[src/design/ppsc_pkg.sv]
`timescale 1ns / 1ps
`default_nettype none

package ppsc_pkg;

    localparam int MAX_VERTS_DEF   = 16;
    localparam int COORD_WIDTH_DEF = 32;
    localparam int Q14_ONE         = 16384;
    localparam int Q14_BITS        = 14;
    localparam int QUOT_BITS       = 15;

    localparam logic signed [31:0] DEPTH_MAX = 32'sh7fffffff;

    typedef enum logic [2:0] {
        CMD_VERT_A   = 3'd0,
        CMD_VERT_B   = 3'd1,
        CMD_CENTRE_A = 3'd2,
        CMD_CENTRE_B = 3'd3,
        CMD_COMPUTE  = 3'd4
    } t_cmd;

    typedef enum logic [1:0] {
        ST_OK    = 2'd0,
        ST_OVF   = 2'd1,
        ST_EMPTY = 2'd2
    } t_status;

    typedef enum logic {
        UOP_SQRT = 1'b0,
        UOP_DIV  = 1'b1
    } t_uop;

    typedef struct packed {
        logic start;
        t_uop op;
    } t_unit_req;

    typedef struct packed {
        logic [2:0]         cmd;
        logic signed [31:0] coord_x;
        logic signed [31:0] coord_y;
    } t_in_word;

    typedef struct packed {
        logic signed [31:0] depth;
        logic signed [15:0] normal_x;
        logic signed [15:0] normal_y;
        logic signed [31:0] contact_x;
        logic signed [31:0] contact_y;
        logic signed [31:0] tangent_x;
        logic signed [31:0] tangent_y;
        logic [1:0]         status;
    } t_out_word;

endpackage

`default_nettype wire

[src/design/ppsc_mul.sv]
`timescale 1ns / 1ps
`default_nettype none

module ppsc_mul
    import ppsc_pkg::*;
#(
    parameter int VW = COORD_WIDTH_DEF + 1
) (
    input  wire logic                  i_clk,
    input  wire logic signed [VW-1:0]  i_a,
    input  wire logic signed [VW-1:0]  i_b,
    output logic signed [2*VW-1:0]     o_p
);

    logic signed [2*VW-1:0] r_p;

    always_ff @(posedge i_clk) begin
        r_p <= i_a * i_b;
    end

    assign o_p = r_p;

endmodule

`default_nettype wire

[config.mk]
export PLATFORM = sky130hd
export DESIGN_NAME = ppsc_mul
export DESIGN_NICKNAME = d
export VERILOG_FILES = /design/src/design/ppsc_pkg.sv /design/src/design/ppsc_mul.sv
export SDC_FILE = /design/constraint.sdc
export NUM_CORES = 2
export LEC_CHECK = 0
export BUFFER_PORTS_ARGS = -buffer_cell sky130_fd_sc_hd__buf_2
export CAP_MARGIN = 15
export CORE_ASPECT_RATIO = 0.6
export CORE_MARGIN = 1.5
export CORE_UTILIZATION = 65
export DETAILED_ROUTE_END_ITERATION = 8
export PLACE_DENSITY_LB_ADDON = 0.3
export RECOVER_POWER = 25
export SETUP_SLACK_MARGIN = 0.4
export SYNTH_ARGS = -nofsm -noshare
export SYNTH_HDL_FRONTEND = slang
export SYNTH_SLANG_ARGS = --single-unit
export TNS_END_PERCENT = 100
[constraint.sdc]
create_clock -name i_clk -period 10.06 [get_ports i_clk]
set_input_delay 0.503 -clock i_clk [delete_from_list [all_inputs] [get_ports i_clk]]
set_output_delay 0.503 -clock i_clk [all_outputs]
set_load 0.01 [all_outputs]
Word-level counts from Yosys, hierarchy flattened
Cells that the tools add are included.
{"block": "totals", "register_bits": 66, "elab_cells": 2, "in_bits": 67, "out_inout_bits": 66}
{"block": "classes", "multipliers": 1}
{"operator": "multiplier 33 x 33 -> 66 bit", "count": 1}

Logic depth before layout (Yosys ltp)
{"block": "logic_depth", "word_depth": 1, "mapped_depth": 27, "depth_no_buf": 26}

Least setup slack after synthesis
OpenSTA, ideal clock, no wires.
{"block": "synth_path", "path_type": "input to register", "startpoint": "in i_a[32]", "endpoint": "reg r_p[62], in the netlist o_p[62]", "t_arrival_ps": 7660, "stages": 23, "setup_time_ps": 79, "path_slack_ps": 2321, "path_buffers": 2, "required_time_ps": 9981, "path_cell_list": "clkbuf_1 nand2_1 inv_1 fa_1 fa_1 fa_1 fa_1 fa_1 fa_1 fa_1 inv_1 fa_1 inv_1 ha_1 clkbuf_1 and3_1 nand3_1 nand2b_1 a2111oi_4 a211oi_4 a21o_2 a21o_1 a211oi_2"}
{"block": "synth_via", "elab_chain_cells": 1}
{"element": "start: declaration", "line_no": "ppsc_mul.sv:10", "rtl": "input wire logic signed [VW-1:0] i_a,"}
{"element": "multiplier 33 x 33 -> 66 bit", "line_no": "ppsc_mul.sv:18", "rtl": "r_p <= i_a * i_b;"}
{"element": "end signal: assignment", "line_no": "ppsc_mul.sv:18"}
{"element": "end: declaration", "line_no": "ppsc_mul.sv:15", "rtl": "logic signed [2*VW-1:0] r_p;"}
Every way passes these cells.

Worst setup path after layout
{"block": "layout_path", "startpoint": "in i_a[32]", "endpoint": "reg r_p[58], in the netlist o_p[58]"}
Same word-level chain as after synthesis.

==> flow_metrics.tcl <==
set metrics [dict create \
    initial_antenna_violation_count 5 \
    critical_path_sink_type "flop" \
    holdCritPathClass "input pin to flop" \
    grt_overflow_total 0 \
    post_synth.cell_area_avg_um2 9.39 \
    yosysWarnings 0 \
    max_ffs_per_register 66 \
    synth_async_sr_flop_share_pct 0 \
    placement.io_buffers 132 \
    routed_wirelength_um 119000 \
    cts_setup_buffers 0 \
    net_count_of_the_finished_layout 5707 \
    final.min_clock_period_ns 8.56 \
    avgRoutedWirePerCell_um 23.2 \
    synth_cell_types 80 \
    failed_checks "max-capacitance violations, max-slew violations" \
    critPathMaxFanout 33 \
    timing.final.max_slew_violations 34 \
    timing.critical_path.from "i_a[32]" \
    run_status "complete, but fails checks" \
    tritoncts "built" \
    critPathKind "input pin to flop" \
    grt_use_total_pct 39.9 \
    yosys_most_used_dff "sky130_fd_sc_hd__dfxtp_1" \
    worst_path_largest_cell_delay_ns 1.26 \
    tritoncts.num_buffers 9 \
    floorplan.core_area_um2 61400 \
    gp_routability_congestion 0.964 \
    post_layout_instance_area_um2 42000 \
    design.die.area_um2 64200 \
    critPathLaunchType "input pin" \
    grt_setup_unrepaired "no" \
    viasPerCell 5.72 \
    firstDrtPassIters 8 \
    io-pin-count 133 \
    synth_area_um2 40700 \
    maximum_number_of_pins_on_one_net_before_global_route_repair 34 \
    drt_drc_violations_left 0 \
    crit_top_cell "sky130_fd_sc_hd__fa_1" \
    yosys_register_bits 66 \
    ys_seq_area_share_pct 3.24 \
    timing.final.hold_violations 0 \
    drtAntennaViolNets 0 \
    drtIter0Drc 3120 \
    die_h_um 197 \
    fmaxAchievable_ghz 0.117 \
    layout_worst_path_cycle_share_pct 85.1 \
    grt_pass1_wl_um 189000 \
    fraction_of_layout_instances_using_a_drive_strength_above_1_pct 3.97 \
    numClockSinks 66 \
    clock_tree.buffer_depth 2 \
    worstMarginPinSlew_ns 1.75 \
    max_cap_violations 1 \
    timing.setup.tns_ns 0 \
    grt_pass1_vias 31448 \
    hold_buffers 0 \
    rows 70 \
    root_buffer "sky130_fd_sc_hd__clkbuf_16" \
    arrival_ns 8.86 \
    critical_path.slowest_cell "sky130_fd_sc_hd__fa_1" \
    start_util_pct 66.3 \
    area_growth_pct 3.08 \
    clk_pin_slew_ns 0.07 \
    num_vias 29249 \
    synth-edff-count 0 \
    placedInstanceArea_um2 41700 \
    worstPathRequired_ns 10.36 \
    synth_fp_nets 5767 \
    post_detail_place_hpwl_um 96100 \
    die_w_um 326 \
    timing.slew.headroom_pct -16.5 \
    cts.htree.levels 3 \
    synth_cells 4338 \
    final-setup-viol-count 0 \
    min_from "i_b[0]" \
    cts-resized-gates 0 \
    critical_path.cell_chain "buf_2 > nand2_1 > inv_1 > fa_1 > fa_1 > fa_1 > fa_1 > fa_1 > fa_1 > fa_1 > inv_1 > fa_1 > inv_1 > ha_1 > and3_1 > nand3_1 > nand2b_1 > a2111oi_4 > a211oi_4 > a21oi_2 > nor4b_2 > a311oi_1" \
]
==> cells in the final DEF, fill, tap and decap left out, types with 7 or more instances in the layout <==
cell                        synthesis  routed
sky130_fd_sc_hd__o21bai_1          11      11
sky130_fd_sc_hd__inv_1           1131    1131
sky130_fd_sc_hd__nor3_1             7       7
sky130_fd_sc_hd__a31oi_1            8       8
sky130_fd_sc_hd__nand4_1           11      11
sky130_fd_sc_hd__a21oi_1           57      57
sky130_fd_sc_hd__a21o_1            36      36
sky130_fd_sc_hd__nand3_1           25      25
sky130_fd_sc_hd__clkbuf_16          0       9
sky130_fd_sc_hd__buf_2             11      99
sky130_fd_sc_hd__buf_4              0      18
sky130_fd_sc_hd__nand2_1          551     551
sky130_fd_sc_hd__ha_1             217     217
sky130_fd_sc_hd__xnor2_1           43      43
sky130_fd_sc_hd__o21ai_0           25      25
sky130_fd_sc_hd__clkbuf_1         208      33
sky130_fd_sc_hd__nor2_1            68      68
sky130_fd_sc_hd__nand2b_1          12      12
sky130_fd_sc_hd__fa_1            1145    1145
sky130_fd_sc_hd__xor2_1            25      25
sky130_fd_sc_hd__dfxtp_1           66      66
sky130_fd_sc_hd__and2_1           562     562
sky130_fd_sc_hd__a211oi_1           7       7
==> cells by family after synthesis <==
logic type      count (synthesis)  synth area share, %
simple gates                 1271                 15.8
compound gates                219                 4.07
xor+xnor                       68                 1.46
fa+ha+maj                    1362                 62.9
buf+inv                      1352                 12.5
flops                          66                 3.24
==> cell type report <==
type,instances,area [um2]
Multi-Input combinational cell,2920,34300
Fill cell,4694,19400
Inverter,1131,4250
Sequential cell,66,1320
Tap cell,828,1040
Timing Repair Buffer,150,754
Clock buffer,9,225
Clock inverter,7,76.3
Antenna cell,5,12.5
==> cell usage after synthesis, types with 4 or more instances <==
cell type	count	share of area, %
sky130_fd_sc_hd__a211o_1	6	0.13
sky130_fd_sc_hd__a211oi_1	7	0.13
sky130_fd_sc_hd__a21o_1	36	0.66
sky130_fd_sc_hd__a21oi_1	57	0.70
sky130_fd_sc_hd__a31oi_1	8	0.12
sky130_fd_sc_hd__and2_1	562	8.6
sky130_fd_sc_hd__and3_1	5	0.077
sky130_fd_sc_hd__and4_1	5	0.11
sky130_fd_sc_hd__buf_2	11	0.14
sky130_fd_sc_hd__clkbuf_1	208	1.9
sky130_fd_sc_hd__dfxtp_1	66	3.2
sky130_fd_sc_hd__fa_1	1145	56
sky130_fd_sc_hd__ha_1	217	6.7
sky130_fd_sc_hd__inv_1	1131	10
sky130_fd_sc_hd__nand2_1	551	5.1
sky130_fd_sc_hd__nand2b_1	12	0.18
sky130_fd_sc_hd__nand3_1	25	0.31
sky130_fd_sc_hd__nand4_1	11	0.17
sky130_fd_sc_hd__nor2_1	68	0.63
sky130_fd_sc_hd__nor2b_1	5	0.077
sky130_fd_sc_hd__nor3_1	7	0.086
sky130_fd_sc_hd__o211ai_1	4	0.074
sky130_fd_sc_hd__o21a_1	6	0.11
sky130_fd_sc_hd__o21ai_0	25	0.31
sky130_fd_sc_hd__o21ai_1	6	0.074
sky130_fd_sc_hd__o21bai_1	11	0.20
sky130_fd_sc_hd__xnor2_1	43	0.92
sky130_fd_sc_hd__xor2_1	25	0.54
==> final timing paths <==
kind	endpoint	slack, ns	depth (start not counted)
setup / recovery	o_p[58]$_DFF_P_	1.50	22
hold / removal	o_p[0]$_DFF_P_	0.58	2
==> worst max-delay path, delay by kind of cell <==
kind	cells	cell delay, ns
simple gates	5	0.82
compound gates	4	0.94
buf+inv	4	0.95
fa+ha+maj	9	5.63
==> metal layers <==
layer  GRT usage [%]  share of wire (%)
met1            58.7                 41
met2            48.5                 36
met3            26.7                 21
met4            5.89                1.3
met5            3.82               0.31
==> through the flow <==
| step | hold slack, ns | setup slack, ns | util, % | cells |
|---|---|---|---|---|
| after detailed placement | 0.900 | 1.30 | 67.9 | 5094 |
| after CTS | 0.558 | 1.66 | 68.4 | 5110 |
| final | 0.582 | 1.50 | 68.4 | 5116 |
| after floorplan | 0.630 | 2.32 | - | 4338 |
| after global placement | 0.898 | 1.38 | 67.9 | 5094 |
| after global routing | 0.582 | 1.14 | 68.4 | 5111 |
Power is not shown: default switching activity piles up to over one toggle a cycle in this logic, so the estimate is an artifact.
