$ cat config.mk
export PLATFORM = sky130hd
export DESIGN_NAME = ppsc_rootdiv
export DESIGN_NICKNAME = d
export VERILOG_FILES = /design/src/design/ppsc_pkg.sv /design/src/design/ppsc_rootdiv.sv
export SDC_FILE = /design/constraint.sdc
export NUM_CORES = 1
export LEC_CHECK = 0
export CAP_MARGIN = 5
export CORE_ASPECT_RATIO = 0.75
export CORE_MARGIN = 2
export CORE_UTILIZATION = 67
export DETAILED_ROUTE_END_ITERATION = 16
export DONT_BUFFER_PORTS = 1
export PLACE_DENSITY = 0.88
export SETUP_SLACK_MARGIN = 0.02
export SLEW_MARGIN = 20
export SYNTH_ARGS = -nofsm -noshare
export SYNTH_HDL_FRONTEND = slang
export SYNTH_SLANG_ARGS = --single-unit
$ cat constraint.sdc
create_clock -name i_clk -period 8.9 [get_ports i_clk]
set_input_delay 0.89 -clock i_clk [delete_from_list [all_inputs] [get_ports i_clk]]
set_output_delay 0.89 -clock i_clk [all_outputs]
set_load 0.005 [all_outputs]
$ cat src/design/ppsc_pkg.sv
`timescale 1ns / 1ps
`default_nettype none

package ppsc_pkg;

    localparam int MAX_VERTS_DEF   = 16;
    localparam int COORD_WIDTH_DEF = 32;
    localparam int Q14_ONE         = 16384;
    localparam int Q14_BITS        = 14;
    localparam int QUOT_BITS       = 15;

    localparam logic signed [31:0] DEPTH_MAX = 32'sh7fffffff;

    typedef enum logic [2:0] {
        CMD_VERT_A   = 3'd0,
        CMD_VERT_B   = 3'd1,
        CMD_CENTRE_A = 3'd2,
        CMD_CENTRE_B = 3'd3,
        CMD_COMPUTE  = 3'd4
    } t_cmd;

    typedef enum logic [1:0] {
        ST_OK    = 2'd0,
        ST_OVF   = 2'd1,
        ST_EMPTY = 2'd2
    } t_status;

    typedef enum logic {
        UOP_SQRT = 1'b0,
        UOP_DIV  = 1'b1
    } t_uop;

    typedef struct packed {
        logic start;
        t_uop op;
    } t_unit_req;

    typedef struct packed {
        logic [2:0]         cmd;
        logic signed [31:0] coord_x;
        logic signed [31:0] coord_y;
    } t_in_word;

    typedef struct packed {
        logic signed [31:0] depth;
        logic signed [15:0] normal_x;
        logic signed [15:0] normal_y;
        logic signed [31:0] contact_x;
        logic signed [31:0] contact_y;
        logic signed [31:0] tangent_x;
        logic signed [31:0] tangent_y;
        logic [1:0]         status;
    } t_out_word;

endpackage

`default_nettype wire

$ cat src/design/ppsc_rootdiv.sv
`timescale 1ns / 1ps
`default_nettype none

module ppsc_rootdiv
    import ppsc_pkg::*;
#(
    parameter int CW = COORD_WIDTH_DEF
) (
    input  wire logic              i_clk,
    input  wire logic              i_rst_n,
    input  wire t_unit_req         i_req,
    input  wire logic [2*CW+1:0]   i_rad,
    input  wire logic [CW+15:0]    i_num,
    input  wire logic [CW:0]       i_den,
    output logic                   o_done,
    output logic [CW:0]            o_res
);

    localparam int SW  = 2 * CW + 2;
    localparam int UW  = CW + 16;
    localparam int LW  = CW + 1;
    localparam int CNW = $clog2(CW + 2);

    logic           r_busy;
    logic           r_done;
    t_uop           r_op;
    logic [CNW-1:0] r_cnt;
    logic [SW-1:0]  r_rad;
    logic [UW-1:0]  r_rem;
    logic [UW-1:0]  r_div;
    logic [LW-1:0]  r_root;

    logic [UW-1:0]  opa;
    logic [UW-1:0]  opb;
    logic [UW-1:0]  diff;
    logic           ge;

    // one compare and subtract per cycle, radicand pairs or shifted divisor
    always_comb begin
        if (r_op == UOP_SQRT) begin
            opa = {r_rem[UW-3:0], r_rad[SW-1 -: 2]};
            opb = UW'({r_root, 2'b01});
        end else begin
            opa = r_rem;
            opb = r_div;
        end
        ge   = (opa >= opb);
        diff = opa - opb;
    end

    always_ff @(posedge i_clk) begin
        if (!i_rst_n) begin
            r_busy <= 1'b0;
            r_done <= 1'b0;
            r_op   <= UOP_SQRT;
            r_cnt  <= '0;
        end else begin
            r_done <= 1'b0;
            if (i_req.start) begin
                r_busy <= 1'b1;
                r_op   <= i_req.op;
                r_cnt  <= (i_req.op == UOP_SQRT) ? CNW'(CW) : CNW'(QUOT_BITS - 1);
            end else if (r_busy) begin
                if (r_cnt == '0) begin
                    r_busy <= 1'b0;
                    r_done <= 1'b1;
                end else begin
                    r_cnt <= r_cnt - CNW'(1);
                end
            end
        end
    end

    always_ff @(posedge i_clk) begin
        if (i_req.start) begin
            r_rad  <= i_rad;
            r_rem  <= (i_req.op == UOP_SQRT) ? '0 : i_num;
            r_div  <= UW'(i_den) << Q14_BITS;
            r_root <= '0;
        end else if (r_busy) begin
            r_rem  <= ge ? diff : opa;
            r_root <= {r_root[LW-2:0], ge};
            r_rad  <= r_rad << 2;
            r_div  <= r_div >> 1;
        end
    end

    assign o_done = r_done;
    assign o_res  = r_root;

endmodule

`default_nettype wire

== After elaboration in Yosys (flattened, before gate mapping) ==
Cells that the tools add are included.

* Logic and storage cells: 37
* Output and inout bits: 34
* Bits in registers: 203
* Input port bits: 151

* Add/subtract/negate cells: 2
* Equality and inequality tests: 1
* Reductions and logical operators: 4
* Order comparisons: 1
* Bitwise logic cells: 2
* Mux-type cells: 18

{| class="wikitable"
|+ Operators by type and width
! operator !! number
|-
| $mux W48 || 5
|-
| $mux W47 || 3
|-
| $mux W66 || 2
|-
| $ge A48 B48 Y1 || 1
|-
| $sub A48 B48 Y48 || 1
|-
| $mux W6 || 4
|-
| $logic_not A6 Y1 || 1
|-
| $sub A6 B1 Y6 const B || 1
|-
| $mux W1 || 4
|-
| $reduce_or A3 Y1 || 1
|-
| $ne A2 B2 Y1 const B || 1
|-
| $not A1 Y1 || 2
|-
| $reduce_and A2 Y1 || 1
|-
| $reduce_bool A2 Y1 || 1
|}

== Depth between registers and ports, before layout ==
Gate-level depths: netlist of run 1.

* Word-level depth: 5
* Mapped depth: 20

== Worst setup path after synthesis of run 1 ==
Ideal clock, no wire load.

* Path type: register to register
* From: register r_op
* To: register r_rem[40], data pin
* Stages on the path, launching flop included: 20
* Data arrival time: 4.511 ns
* Path slack: 4.126 ns
* Period minus slack after synthesis: 4.774 ns
* Path buffers: 7
* Required time: 8.638 ns
* Cell sequence: dfxtp_1 > clkbuf_1 > clkbuf_1 > clkbuf_1 > buf_2 > buf_1 > nand2_1 > fa_1 > a21o_1 > a21o_2 > a211oi_4 > o21ai_1 > a21oi_2 > a2111oi_2 > o31ai_4 > buf_6 > buf_4 > nor4_1 > a31oi_1 > nand3_1

* Cells in the longest elaborated chain, start to end: 5
* Elaborated cells between the ends (all ways): 7
* Classes of those cells: add/sub (1); order compare (1); mux (5)

{| class="wikitable"
|+ RTL lines
! element !! RTL line !! RTL
|-
| start: declaration || ppsc_rootdiv.sv:26 || <nowiki>t_uop r_op;</nowiki>
|-
| start signal: assignment || ppsc_rootdiv.sv:61 || <nowiki>r_op <= i_req.op;</nowiki>
|-
| $mux W48 or $mux W47 (tied branches) || ppsc_rootdiv.sv:40 || <nowiki>if (r_op == UOP_SQRT) begin</nowiki>
|-
| $sub A48 B48 Y48 or $ge A48 B48 Y1 (tied branches) || ppsc_rootdiv.sv:48, ppsc_rootdiv.sv:47 ||
|-
| $mux W48 * || ppsc_rootdiv.sv:81 || <nowiki>r_rem <= ge ? diff : opa;</nowiki>
|-
| $mux W48 * || ppsc_rootdiv.sv:80 || <nowiki>end else if (r_busy) begin</nowiki>
|-
| $mux W48 * || ppsc_rootdiv.sv:75 || <nowiki>if (i_req.start) begin</nowiki>
|-
| end signal: assignment || ppsc_rootdiv.sv:77 || <nowiki>r_rem <= (i_req.op == UOP_SQRT) ? '0 : i_num;</nowiki>
|-
| end signal: assignment || ppsc_rootdiv.sv:81 ||
|-
| end: declaration || ppsc_rootdiv.sv:29 || <nowiki>logic [UW-1:0] r_rem;</nowiki>
|}

Every way passes the cells marked *; elsewhere a longest branch is shown, timed or not. The select of a mux whose other input is x is not followed.
A chain may end at the register's enable or synchronous reset.

== Final worst setup path of run 1 ==
* From: register r_op
* To: register r_rem[45], data pin

Same word-level chain as after synthesis.

==> results.md, run 1 <==
- Die span in y: 120 um
- Port Buffers: 0
- CP peak stage delay: 860 ps
- Final hold vios: 0
- Pleak: 0.00472 uW
- Worst setup path category: flip-flop to flip-flop
- Pwr dens: about 330 mW/mm^2
- First-pass GRT wire length: 45.8 mm
- Syn nets: ~1300
- Post-CTS setup buffers: 0
- Max-slew violations: 0
- DRC: 0
- Final TNS setup: 0 ps
- Simple-Gate Fraction of Synth Area: 9.37%
- Worst EP arrival: between 6000 and 7000 ps
- Top Ports: 185
- First drt pass iteration count: 8
- Clock Sinks: 203
- Maximum clock path buffer count: 3
- DIE AREA: approximately 0.019 mm^2
- Setup violators final: 0
- Vias in the first global route: 8667
- Final WL: 28.8 mm
- RSZ-0062 raised after global routing: false
- Grt ovf: 0
- Area of the multi-input gates: ~0.0062 mm^2
- Fin crit period: 6040 ps
- Dpl ws: 2930 ps
- Register Area: 0.00554 mm^2
- Fin Hold WS: 498 ps
- Core area: about 0.018 mm^2
- GPL Wtd Cong: 0.918
- Period utilization: 67.8%
- Peak fanout along the critical path: 59
- Wire per inst: 21.6 um
- Layout fillers: about 1200
- Initial antenna violation count: 1
- Worst setup EP type: flip-flop
- CTS clock-pin slew for the worst setup and hold paths: 60 ps
- Root buf cell: clkbuf_16
- Pwr Total: 4260 uW
- Post-detail-place hpwl: around 20 mm
- Peak Freq: 0.166 GHz
- Avg Cell Area, Syn: ~11 um^2
- Clock latency on the worst-skew pair: 520 ps
- FF+latch count, synth: a little over 200
- FP Rows: 42
- Die Wd: 159 um
- Final Util: between 70 and 80%
- Sequential share of the synthesized area: between 40% and 50%
- Critical path, cell by cell: buf_4 > mux2_2 > ha_1 > a21o_1 > a21o_2 > a211oi_4 > o21ai_1 > a21oi_2 > a2111oi_2 > o31ai_4 > buf_4 > nor2_1 > a221o_1
- Total clock buffers created by CTS: 21
- Compound-gate portion of the synthesized area: 15.2%
- Mapped Area: around 0.012 mm^2
- Warnings, synthesis: 0
- CP Launch Type: flip-flop
- Final #Nets: 1274
- Slowest cell on crit path: dfxtp_4
- Drt via density: 6.61
- Worst-margin pin slew: roughly 1100 ps
- Largest net degree at the start of global routing: approximately 200
- Distinct cells, synth: 65
- Xor/xnor share of the synthesized area: 3.47%
- Area growth syn-to-layout: 6.13%
- Critical Path RT: between 9000 and 10000 ps
- Max capacitance violation total: 0
- Worst Skew: 23.1 ps
- Syn Inst Count: 1114
- Initial Util: slightly below 70%
- Mux cell area share after synthesis: 18.3%
- Status: complete, no violations
- CTS tree: done
- Vias: between 8000 and 9000
- Main synth FF type: edfxtp_1
- Number of H-tree levels: 1
- Post-CTS sizing: 0
- Adder-Cell Fraction of Synth Area: 5.23%
- Most used cell along the critical path: buf_4
- Gr usage total: 29.6%
- Number of DRC markers in iteration 0: 1044
- Share of layout cells above drive strength 1: about 16%
- Largest family of logic cells by synthesized area: multiplexers
- Worst hold path type: flip-flop to flip-flop
- Post-synthesis async set-or-reset flop share: 0%
- Number of synthesized flops with an enable pin: about 150
- Worst setup margin: 2860 ps
- Hold_buf cts: 0
- Worst rel slew slack: 25.2%
- Worst VDD drop: 0.202 mV
- ANT nets after route: 0
sequential cells by signal (all words and copies together), names as in the netlist:
| name | cells |
|---|---|
| r_rem | 48 |
| r_cnt | 6 |
| r_busy | 1 |
| r_rad | 66 |
| r_op | 1 |
| r_div | 47 |
| o_res | 33 |
| o_done | 1 |
Yosys cell counts (2+ instances only):
master     instances  share of area, %
a211oi_1          10              0.62
a21boi_0           4              0.25
a21o_1            18               1.1
a21oi_1           62               2.6
a21oi_2            4              0.29
a221o_1            2              0.17
a221oi_1           3              0.22
a22o_1            47               3.4
a311o_1            2              0.17
a31oi_1           10              0.52
a31oi_4            2              0.35
and2_1             6              0.31
and3_1             9              0.46
buf_1              8              0.25
buf_2              7              0.29
buf_6              2              0.19
clkbuf_1          53               1.6
dfxtp_1           56               9.3
edfxtp_1         147                36
ha_1              49               5.1
inv_1             13              0.40
mux2_2           111                10
mux2i_1           96               7.9
nand2_1           87               2.7
nand2b_1           4              0.21
nand3_1           22              0.91
nand4_1           10              0.52
nor2_1            89               2.8
nor2b_1            7              0.36
nor3_1            10              0.41
nor3b_1            3              0.19
o2111ai_1          2              0.14
o21a_1             2              0.12
o21ai_0           61               2.5
o21ai_1            8              0.33
o21bai_1          11              0.68
o31ai_1            2              0.12
or2_2              2              0.10
xnor2_1           27               2.0
xor2_1            21               1.5
power by group:
part           internal (uW)  leakage, uW  switching [uW]  total [uW]
sequential              1240      0.00196            98.2        1330
combinational            870      0.00242            1170        2040
clock                    505     0.000333             375         879
area by class of cell:
cell class	instances	area share (%)
Multi-Input combinational cell	827	48.5
Sequential cell	203	43.1
Clock buffer	28	4.35
Tap cell	242	2.36
Clock inverter	10	0.847
Timing Repair Buffer	7	0.409
Inverter	13	0.380
Antenna cell	1	0.0195
path summary, 6_finish.rpt:
check                 from        end  slack [ps]  cells past startpoint
setup / recovery      r_op  r_rem[45]        2860                     13
hold / removal    r_div[0]   r_div[0]         500                      2
setup reg to reg      r_op  r_rem[45]        2860                     13
hold reg to reg   r_div[0]   r_div[0]         500                      2
kinds of logic (layout without fill, tap and decap cells):
kind of cell,Yosys count,count (layout)
other,0,1
xor gates and xnor gates,48,48
muxes,207,207
buffers and inverters,84,58
DFF,203,203
and+or+nand+nor,255,255
AOI/OAI and AO/OA,267,267
adders and majority gates,50,50
placed cells by master, fill, tap and decap left out, types with 22 or more instances in the layout:
| master | count |
|---|---|
| xnor2_1 | 27 |
| mux2i_1 | 96 |
| o21ai_0 | 61 |
| nand2_1 | 87 |
| ha_1 | 49 |
| dfxtp_1 | 54 |
| nor2_1 | 89 |
| a21oi_1 | 62 |
| a22o_1 | 47 |
| edfxtp_1 | 147 |
| nand3_1 | 22 |
| mux2_2 | 111 |
layer usage:
| layer | vias to the layer above | part of all wire, % | GRT usage (%) |
|---|---|---|---|
| li1 | 4090 | - | - |
| met1 | 4233 | 44 | 42.5 |
| met2 | 418 | 44 | 44.9 |
| met3 | 63 | 9.0 | 6.76 |
| met4 | 0 | 3.0 | 9.43 |
| met5 | - | 0 | 0 |
critical path: cells and delay by family, from the launching register on:
family | cells | cell delay (ps)
compound gates | 8 | 2570
fa+ha+maj | 1 | 360
buf+inv | 2 | 1290
flops | 1 | 860
mux | 1 | 420
simple gates | 1 | 250
per-stage QoR:
step | instance area (um^2) | instances
finish | 12900 | 1331
global route | 12900 | 1331
global placement | 12200 | 1292
detailed placement | 12200 | 1292
floorplan | 12100 | 1114
CTS | 12900 | 1330
No activity file was read; power rests on OpenSTA's default activity.
==> run 2: changes to the inputs <==
- ABC_AREA: unset -> 1
- CORE_UTILIZATION: 67 -> 65
- PLACE_DENSITY: 0.88 -> 0.86
- clock period: 8.9 -> 5.9 ns (I/O delays scaled with it)
==> results.md, run 2 <==
- Avg Cell Area, Syn: 6.70 um^2 (was 10.9 um^2)
- Synth area leaders: edfxtp_1 (32%), nand2_1 (25%), inv_1 (8.2%), dfxtp_1 (8.2%), nor2_1 (4.6%) (was edfxtp_1 (36%), mux2_2 (10%), dfxtp_1 (9.3%), mux2i_1 (7.9%), ha_1 (5.1%))
- Worst EP arrival: 4560 ps (was 6290 ps)
- Family with the most delay on the worst path: simple AND/OR/NAND/NOR gates (was compound AO/OA/AOI/OAI gates)
- Initial antenna violation count: 0 (was 1)
- RSZ-0062 raised after global routing: false (unchanged)
- Area growth syn-to-layout: 5.99% (was 6.13%)
- Most used cell along the critical path: nand2_1 (was buf_4)
- Worst hold path type: primary input to flip-flop (was flip-flop to flip-flop)
- Worst rel slew slack: 28.6% (was 25.2%)
- Worst VDD drop: 0.279 mV (was 0.202 mV)
- CTS tree: done (unchanged)
- Top Ports: 185 (unchanged)
- Placed Cells: 2257 (was 1292)
- CP Launch Type: flip-flop (unchanged)
- Worst Skew: 10.7 ps (was 23.1 ps)
- Post-CTS sizing: 0 (unchanged)
- Most frequent cells in the layout: nand2_1 (911), inv_1 (296), nor2_1 (169) (was edfxtp_1 (147), mux2_2 (111), mux2i_1 (96))
- Non-Filler Instances: 2293 (was 1331)
- Post-synthesis async set-or-reset flop share: 0% (unchanged)
- DIE AREA: 0.0222 mm^2 (was 0.0192 mm^2)
- Regs by FF count: r_rad x66, r_rem x48, r_div x47 (unchanged)
- Fin crit period: 4280 ps (was 6040 ps)
- Number of synthesized flops with an enable pin: 147 (unchanged)
- # diodes: 0 (was 1)
- Max reg flops: 66 (unchanged)
- FF+latch count, synth: 203 (unchanged)
- ANT nets after route: 0 (unchanged)
- Die span in y: 130 um (was 120 um)
- Distinct cells, synth: 41 (was 65)
- CTS clock-pin slew for the worst setup and hold paths: 70 ps (was 60 ps)
- Mapped Area: 0.0137 mm^2 (was 0.0121 mm^2)
- Warnings, synthesis: 0 (unchanged)
- Worst setup path category: flip-flop to flip-flop (unchanged)
- Pleak: 0.00718 uW (was 0.00472 uW)
- Count leader, synth: nand2_1 (was edfxtp_1)
- Worst-margin pin slew: 1070 ps (was 1120 ps)
- Max-slew violations: 0 (unchanged)
- Syn Inst Count: 2039 (was 1114)
- Hold_buf cts: 0 (unchanged)
- Vias: 12800 (was 8804)
- CP peak stage delay: 640 ps (was 860 ps)
- Critical Path RT: 6180 ps (was 9150 ps)
- Slowest cell on crit path: buf_4 (was dfxtp_4)
- First drt pass iteration count: 5 (was 8)
- Period utilization: 72.5% (was 67.8%)
- GPL Wtd Cong: 1.04 (was 0.918)
- Sequential share of the synthesized area: 40.5% (was 45.7%)
- Post-CTS setup buffers: 0 (unchanged)
- Biggest register: r_rad (unchanged)
- Wire per inst: 17.3 um (was 21.6 um)
- Port Buffers: 0 (unchanged)
- Root buf cell: clkbuf_16 (unchanged)
- Status: complete, no violations (unchanged)
- Final WL: 39.8 mm (was 28.8 mm)
- Top-area cell type share of the netlist area: 32.3% (was 36.4%)
- Gr usage total: 35.6% (was 29.6%)
- Pwr dens: 484 mW/mm^2 (was 331 mW/mm^2)
- Number of DRC markers in iteration 0: 1695 (was 1044)
- Maximum clock path buffer count: 3 (unchanged)
- Critical path, cell by cell: buf_4 > nand2_1 > o21ai_0 > ha_1 > inv_1 > fa_1 > nand2_1 > nand2_1 > nand3_1 > nand2_2 > nand2_1 > nand2_1 > nand2_2 > nand4_4 > buf_12 > nor2_1 > nor2_1 > nand2_1 > nand2_1 (was buf_4 > mux2_2 > ha_1 > a21o_1 > a21o_2 > a211oi_4 > o21ai_1 > a21oi_2 > a2111oi_2 > o31ai_4 > buf_4 > nor2_1 > a221o_1)
- FP Rows: 45 (was 42)
- Synth area leader: edfxtp_1 (unchanged)
- Die Wd: 171 um (was 159 um)
- Syn nets: 2240 (was 1315)
- Drt via density: 5.58 (was 6.61)
- Final #Nets: 2198 (was 1274)
- Max capacitance violation total: 0 (unchanged)
- Initial Util: 66.8% (was 68.6%)
- Final TNS setup: 0 ps (unchanged)
- Commonest non-fill, non-tap cell in the layout: nand2_1 (was edfxtp_1)
- Worst setup EP type: flip-flop (unchanged)
- Clock Sinks: 203 (unchanged)
- Setup violators final: 0 (unchanged)
- Share of layout cells above drive strength 1: 3.38% (was 15.7%)
- First-pass GRT wire length: 60.8 mm (was 45.8 mm)
- Peak Freq: 0.234 GHz (was 0.166 GHz)
- Vias in the first global route: 11300 (was 8667)
- Grt ovf: 0 (unchanged)
- DRC: 0 (unchanged)
- Number of H-tree levels: 1 (unchanged)
- Largest net degree at the start of global routing: 137 (was 198)
- Synth cell count leaders: nand2_1 (911), inv_1 (299), nor2_1 (169), edfxtp_1 (147), o21ai_0 (74) (was edfxtp_1 (147), mux2_2 (111), mux2i_1 (96), nor2_1 (89), nand2_1 (87))
- Core area: 0.0204 mm^2 (was 0.0177 mm^2)
- Clock latency on the worst-skew pair: 520 ps (about the same)
- Total clock buffers created by CTS: 20 (was 21)
- Final hold vios: 0 (unchanged)
- CP bufs+invs: 3 (was 2)
- Main synth FF type: edfxtp_1 (unchanged)
- Peak fanout along the critical path: 94 (was 59)
- Post-detail-place hpwl: 30.2 mm (was 20.0 mm)
[run 2: routing by layer]
metal  track usage, %  vias to the layer above  wire length, um
met2             48.0                      649            15500
li1                 -                     6287                -
met3             9.68                       49             5070
met5                0                        -                0
met4             8.52                        0              877
met1             56.0                     5820            18300
[run 2: layout make-up]
type | count | area [um^2]
clock buffers | 27 | 609
multi-input cells | 1464 | 6680
clock inverters | 9 | 98.8
well taps | 282 | 353
repair buffers | 7 | 65.1
inverters | 301 | 1130
flip-flops and latches | 203 | 5540
fillers | 1701 | 5960
[run 2: metrics by stage]
step | instance area [um^2] | util, % | total power, uW | setup WS (ps) | hold slack [ps]
floorplan | 13700 | - | 4710 | 239 | 440
global placement | 13800 | 67.4 | 5480 | 1880 | 455
detailed placement | 13800 | 67.4 | 5550 | 1720 | 462
CTS | 14500 | 70.8 | 6910 | 1720 | 237
global route | 14500 | 70.8 | 7520 | 1320 | 241
finish | 14500 | 70.8 | 7010 | 1620 | 246
[run 2: worst register-to-register path: stages, from the launching register on]
cell,delay (ps)
dfxtp_4,350
buf_4,640
nand2_1,170
o21ai_0,190
ha_1,240
inv_1,80
fa_1,390
nand2_1,100
nand2_1,110
nand3_1,120
nand2_2,100
nand2_1,70
nand2_1,130
nand2_2,120
nand4_4,500
buf_12,410
nor2_1,170
nor2_1,50
nand2_1,50
nand2_1,50
[run 2: cell families after synthesis]
kind of cell,after synthesis,synth area share [%]
mux,1,0.0733
fa+ha+maj,50,4.63
simple gates,1193,34.4
compound gates,196,8.23
xor+xnor,24,1.54
flops,203,40.5
buf+inv,372,10.6
[run 2: worst paths after layout]
kind	start	endpoint	slack, ps	depth (start not counted)
min reg2reg	r_cnt[0]	r_cnt[0]	470	1
max	r_op	r_rem[27]	1620	19
min	i_rad[0]	r_rad[0]	250	2
max reg2reg	r_op	r_rem[27]	1620	19
[run 2: power by group]
group          switching (uW)  leakage (uW)  internal [uW]
logic                    2500       0.00487           1160
registers                 123       0.00197           1870
clock network             578      0.000342            778
total                    3200       0.00718           3810
==> run 3: changes to the inputs <==
- CORE_UTILIZATION: 65 -> 59
- PLACE_DENSITY: 0.86 -> 0.83
- clock period: 5.9 -> 3.4 ns (I/O delays scaled with it)
==> results.md, run 3 (synthesized netlist as in run 2, its figures left out) <==
- Worst Skew: 31.9 ps (was 10.7 ps)
- # diodes: 0 (unchanged)
- Pwr dens: 822 mW/mm^2 (was 484 mW/mm^2)
- First-pass GRT wire length: 67.3 mm (was 60.8 mm)
- Origin of the worst min-delay path: i_num[0] (was i_rad[0])
- Period utilization: 96.3% (was 72.5%)
- Worst hold path type: primary input to flip-flop (unchanged)
- Share of layout cells above drive strength 1: 4.16% (was 3.38%)
- CP bufs+invs: 2 (was 3)
- Status: complete, no violations (unchanged)
- Clock latency on the worst-skew pair: 540 ps (was 520 ps)
- Final hold vios: 0 (unchanged)
- CTS clock-pin slew for the worst setup and hold paths: 70 ps (about the same)
- Worst VDD drop: 0.495 mV (was 0.279 mV)
- Layout fillers: 1914 (was 1701)
- Worst hold stages: 2 (unchanged)
- Vias: 13400 (was 12800)
- Die span in y: 136 um (was 130 um)
- Regs by FF count: r_rad x66, r_rem x48, r_div x47 (unchanged)
- RSZ-0062 raised after global routing: true (was false)
- Initial antenna violation count: 0 (unchanged)
- Die Wd: 180 um (was 171 um)
- Max capacitance violation total: 0 (unchanged)
- GPL Wtd Cong: 1.05 (was 1.04)
- Root buf cell: clkbuf_16 (unchanged)
- Number of DRC markers in iteration 0: 1890 (was 1695)
- Setup violators final: 0 (unchanged)
- Commonest non-fill, non-tap cell in the layout: nand2_1 (unchanged)
- Slowest cell on crit path: o21ai_0 (was buf_4)
- DRC: 0 (unchanged)
- First drt pass iteration count: 6 (was 5)
- Wire per inst: 18.3 um (was 17.3 um)
- Final WL: 43.8 mm (was 39.8 mm)
- Worst-case reg-to-reg path depth: 16 (was 19)
- Initial Util: 59.7% (was 66.8%)
- Crit Reg-Reg Startpoint: r_op (unchanged)
- Maximum clock path buffer count: 3 (unchanged)
- Post-detail-place hpwl: 32.4 mm (was 30.2 mm)
- Worst reg2reg path endpoint: r_rem[39] (was r_rem[27])
- Biggest register: r_rad (unchanged)
- Final TNS setup: 0 ps (unchanged)
- Core area: 0.0229 mm^2 (was 0.0204 mm^2)
- Crit path from: r_op (unchanged)
- Port Buffers: 0 (unchanged)
- Critical Path RT: 3670 ps (was 6180 ps)
- Clock Sinks: 203 (unchanged)
- Max reg flops: 66 (unchanged)
- Fin crit period: 3270 ps (was 4280 ps)
- Pleak: 0.00752 uW (was 0.00718 uW)
- Final #Nets: 2276 (was 2198)
- FP Rows: 48 (was 45)
- CP peak stage delay: 620 ps (was 640 ps)
- CTS tree: done (unchanged)
- Worst rel slew slack: 41.1% (was 28.6%)
- Top Ports: 185 (unchanged)
- Drt via density: 5.60 (was 5.58)
- Peak fanout along the critical path: 33 (was 94)
- Peak Freq: 0.305 GHz (was 0.234 GHz)
- Worst-margin pin slew: 883 ps (was 1070 ps)
- Total clock buffers created by CTS: 20 (unchanged)
- CP Launch Type: flip-flop (unchanged)
- Most used cell along the critical path: nand2_1 (unchanged)
- Final Util: 66.9% (was 70.8%)
- Reg2reg setup slack: 130 ps (was 1620 ps)
- Hold path endpoint: r_rem[0] (was r_rad[0])
- Critical path, cell by cell: buf_12 > o21ai_0 > ha_1 > nand2_1 > nand2_1 > nand2_1 > nand2_1 > a21oi_1 > nand2_1 > nand2_2 > nand4_4 > buf_12 > nor2_1 > nor2_1 > nand2_1 > nand2_1 (was buf_4 > nand2_1 > o21ai_0 > ha_1 > inv_1 > fa_1 > nand2_1 > nand2_1 > nand3_1 > nand2_2 > nand2_1 > nand2_1 > nand2_2 > nand4_4 > buf_12 > nor2_1 > nor2_1 > nand2_1 > nand2_1)
- Largest net degree at the start of global routing: 137 (unchanged)
- Family with the most delay on the worst path: simple AND/OR/NAND/NOR gates (unchanged)
- Area growth syn-to-layout: 12.1% (was 5.99%)
- Worst setup EP type: flip-flop (unchanged)
- Most frequent cells in the layout: nand2_1 (911), inv_1 (296), nor2_1 (168) (was nand2_1 (911), inv_1 (296), nor2_1 (169))
- Grt ovf: 0 (unchanged)
- DIE AREA: 0.0244 mm^2 (was 0.0222 mm^2)
- Worst EP arrival: 3550 ps (was 4560 ps)
- ANT nets after route: 0 (unchanged)
- Worst setup path category: flip-flop to flip-flop (unchanged)
- Vias in the first global route: 12200 (was 11300)
- Max-slew violations: 0 (unchanged)
- Gr usage total: 35.1% (was 35.6%)
- Number of H-tree levels: 1 (unchanged)
## run 3: changes by cell type in the layout (fill, tap and decap cells not counted), sizes merged
cell         change
dlygate4sd3     +59
buf             +18
clkbuf           +4
inv              -2
clkinvlp         -1
## run 3: final cells by class
class	count	area, um^2	share of cell area, %
clock buffers	30	599	3.92
repair buffers	85	881	5.75
flip-flops and latches	203	5540	36.2
clock inverters	6	82.6	0.539
well taps	300	375	2.45
multi-input cells	1464	6700	43.7
inverters	301	1130	7.41
## run 3: metal layers
layer	track usage (%)	vias up	wire length, um
met2	51.4	762	17800
li1	-	6442	-
met4	6.91	0	1070
met5	0	-	0
met3	6.29	87	5040
met1	54.2	6098	19900
## run 3: per-stage QoR
| step | cell area, um^2 | power [uW] | setup slack [ps] | std cells | hold slack (ps) |
|---|---|---|---|---|---|
| global route | 15300 | 13400 | 9.57 | 2389 | 2.89 |
| floorplan | 13700 | 8150 | 113 | 2039 | 440 |
| global placement | 14000 | 9860 | 200 | 2293 | 451 |
| CTS | 15300 | 12300 | 161 | 2388 | 0.278 |
| detailed placement | 14000 | 9950 | 222 | 2293 | 470 |
| finish | 15300 | 12600 | 127 | 2389 | 5.31 |
## run 3: power by group
part | internal, uW | leakage, uW | switching, uW | total, uW
sequential | 3250 | 0.00197 | 233 | 3490
clock | 1310 | 0.000331 | 1020 | 2330
combinational | 2180 | 0.00522 | 4600 | 6780
total | 6740 | 0.00752 | 5850 | 12600
## run 3: worst max-delay path by stage
stage                end  slack (ps)  cells past startpoint
3_5_place_dp   r_rem[31]         220                     17
5_1_grt         r_rem[6]          10                     20
4_1_cts        r_rem[31]         160                     17
3_3_place_gp   r_rem[31]         200                     17
6_report       r_rem[39]         130                     16
2_1_floorplan  r_div[14]         110                      5
## run 3: timing repair
item	4_1_cts	5_1_grt
setup buffers	0	1
hold buffers	59	0
gates resized for setup	0	8
endpoints found under the setup margin	0	48
hold endpoints to repair	48	0
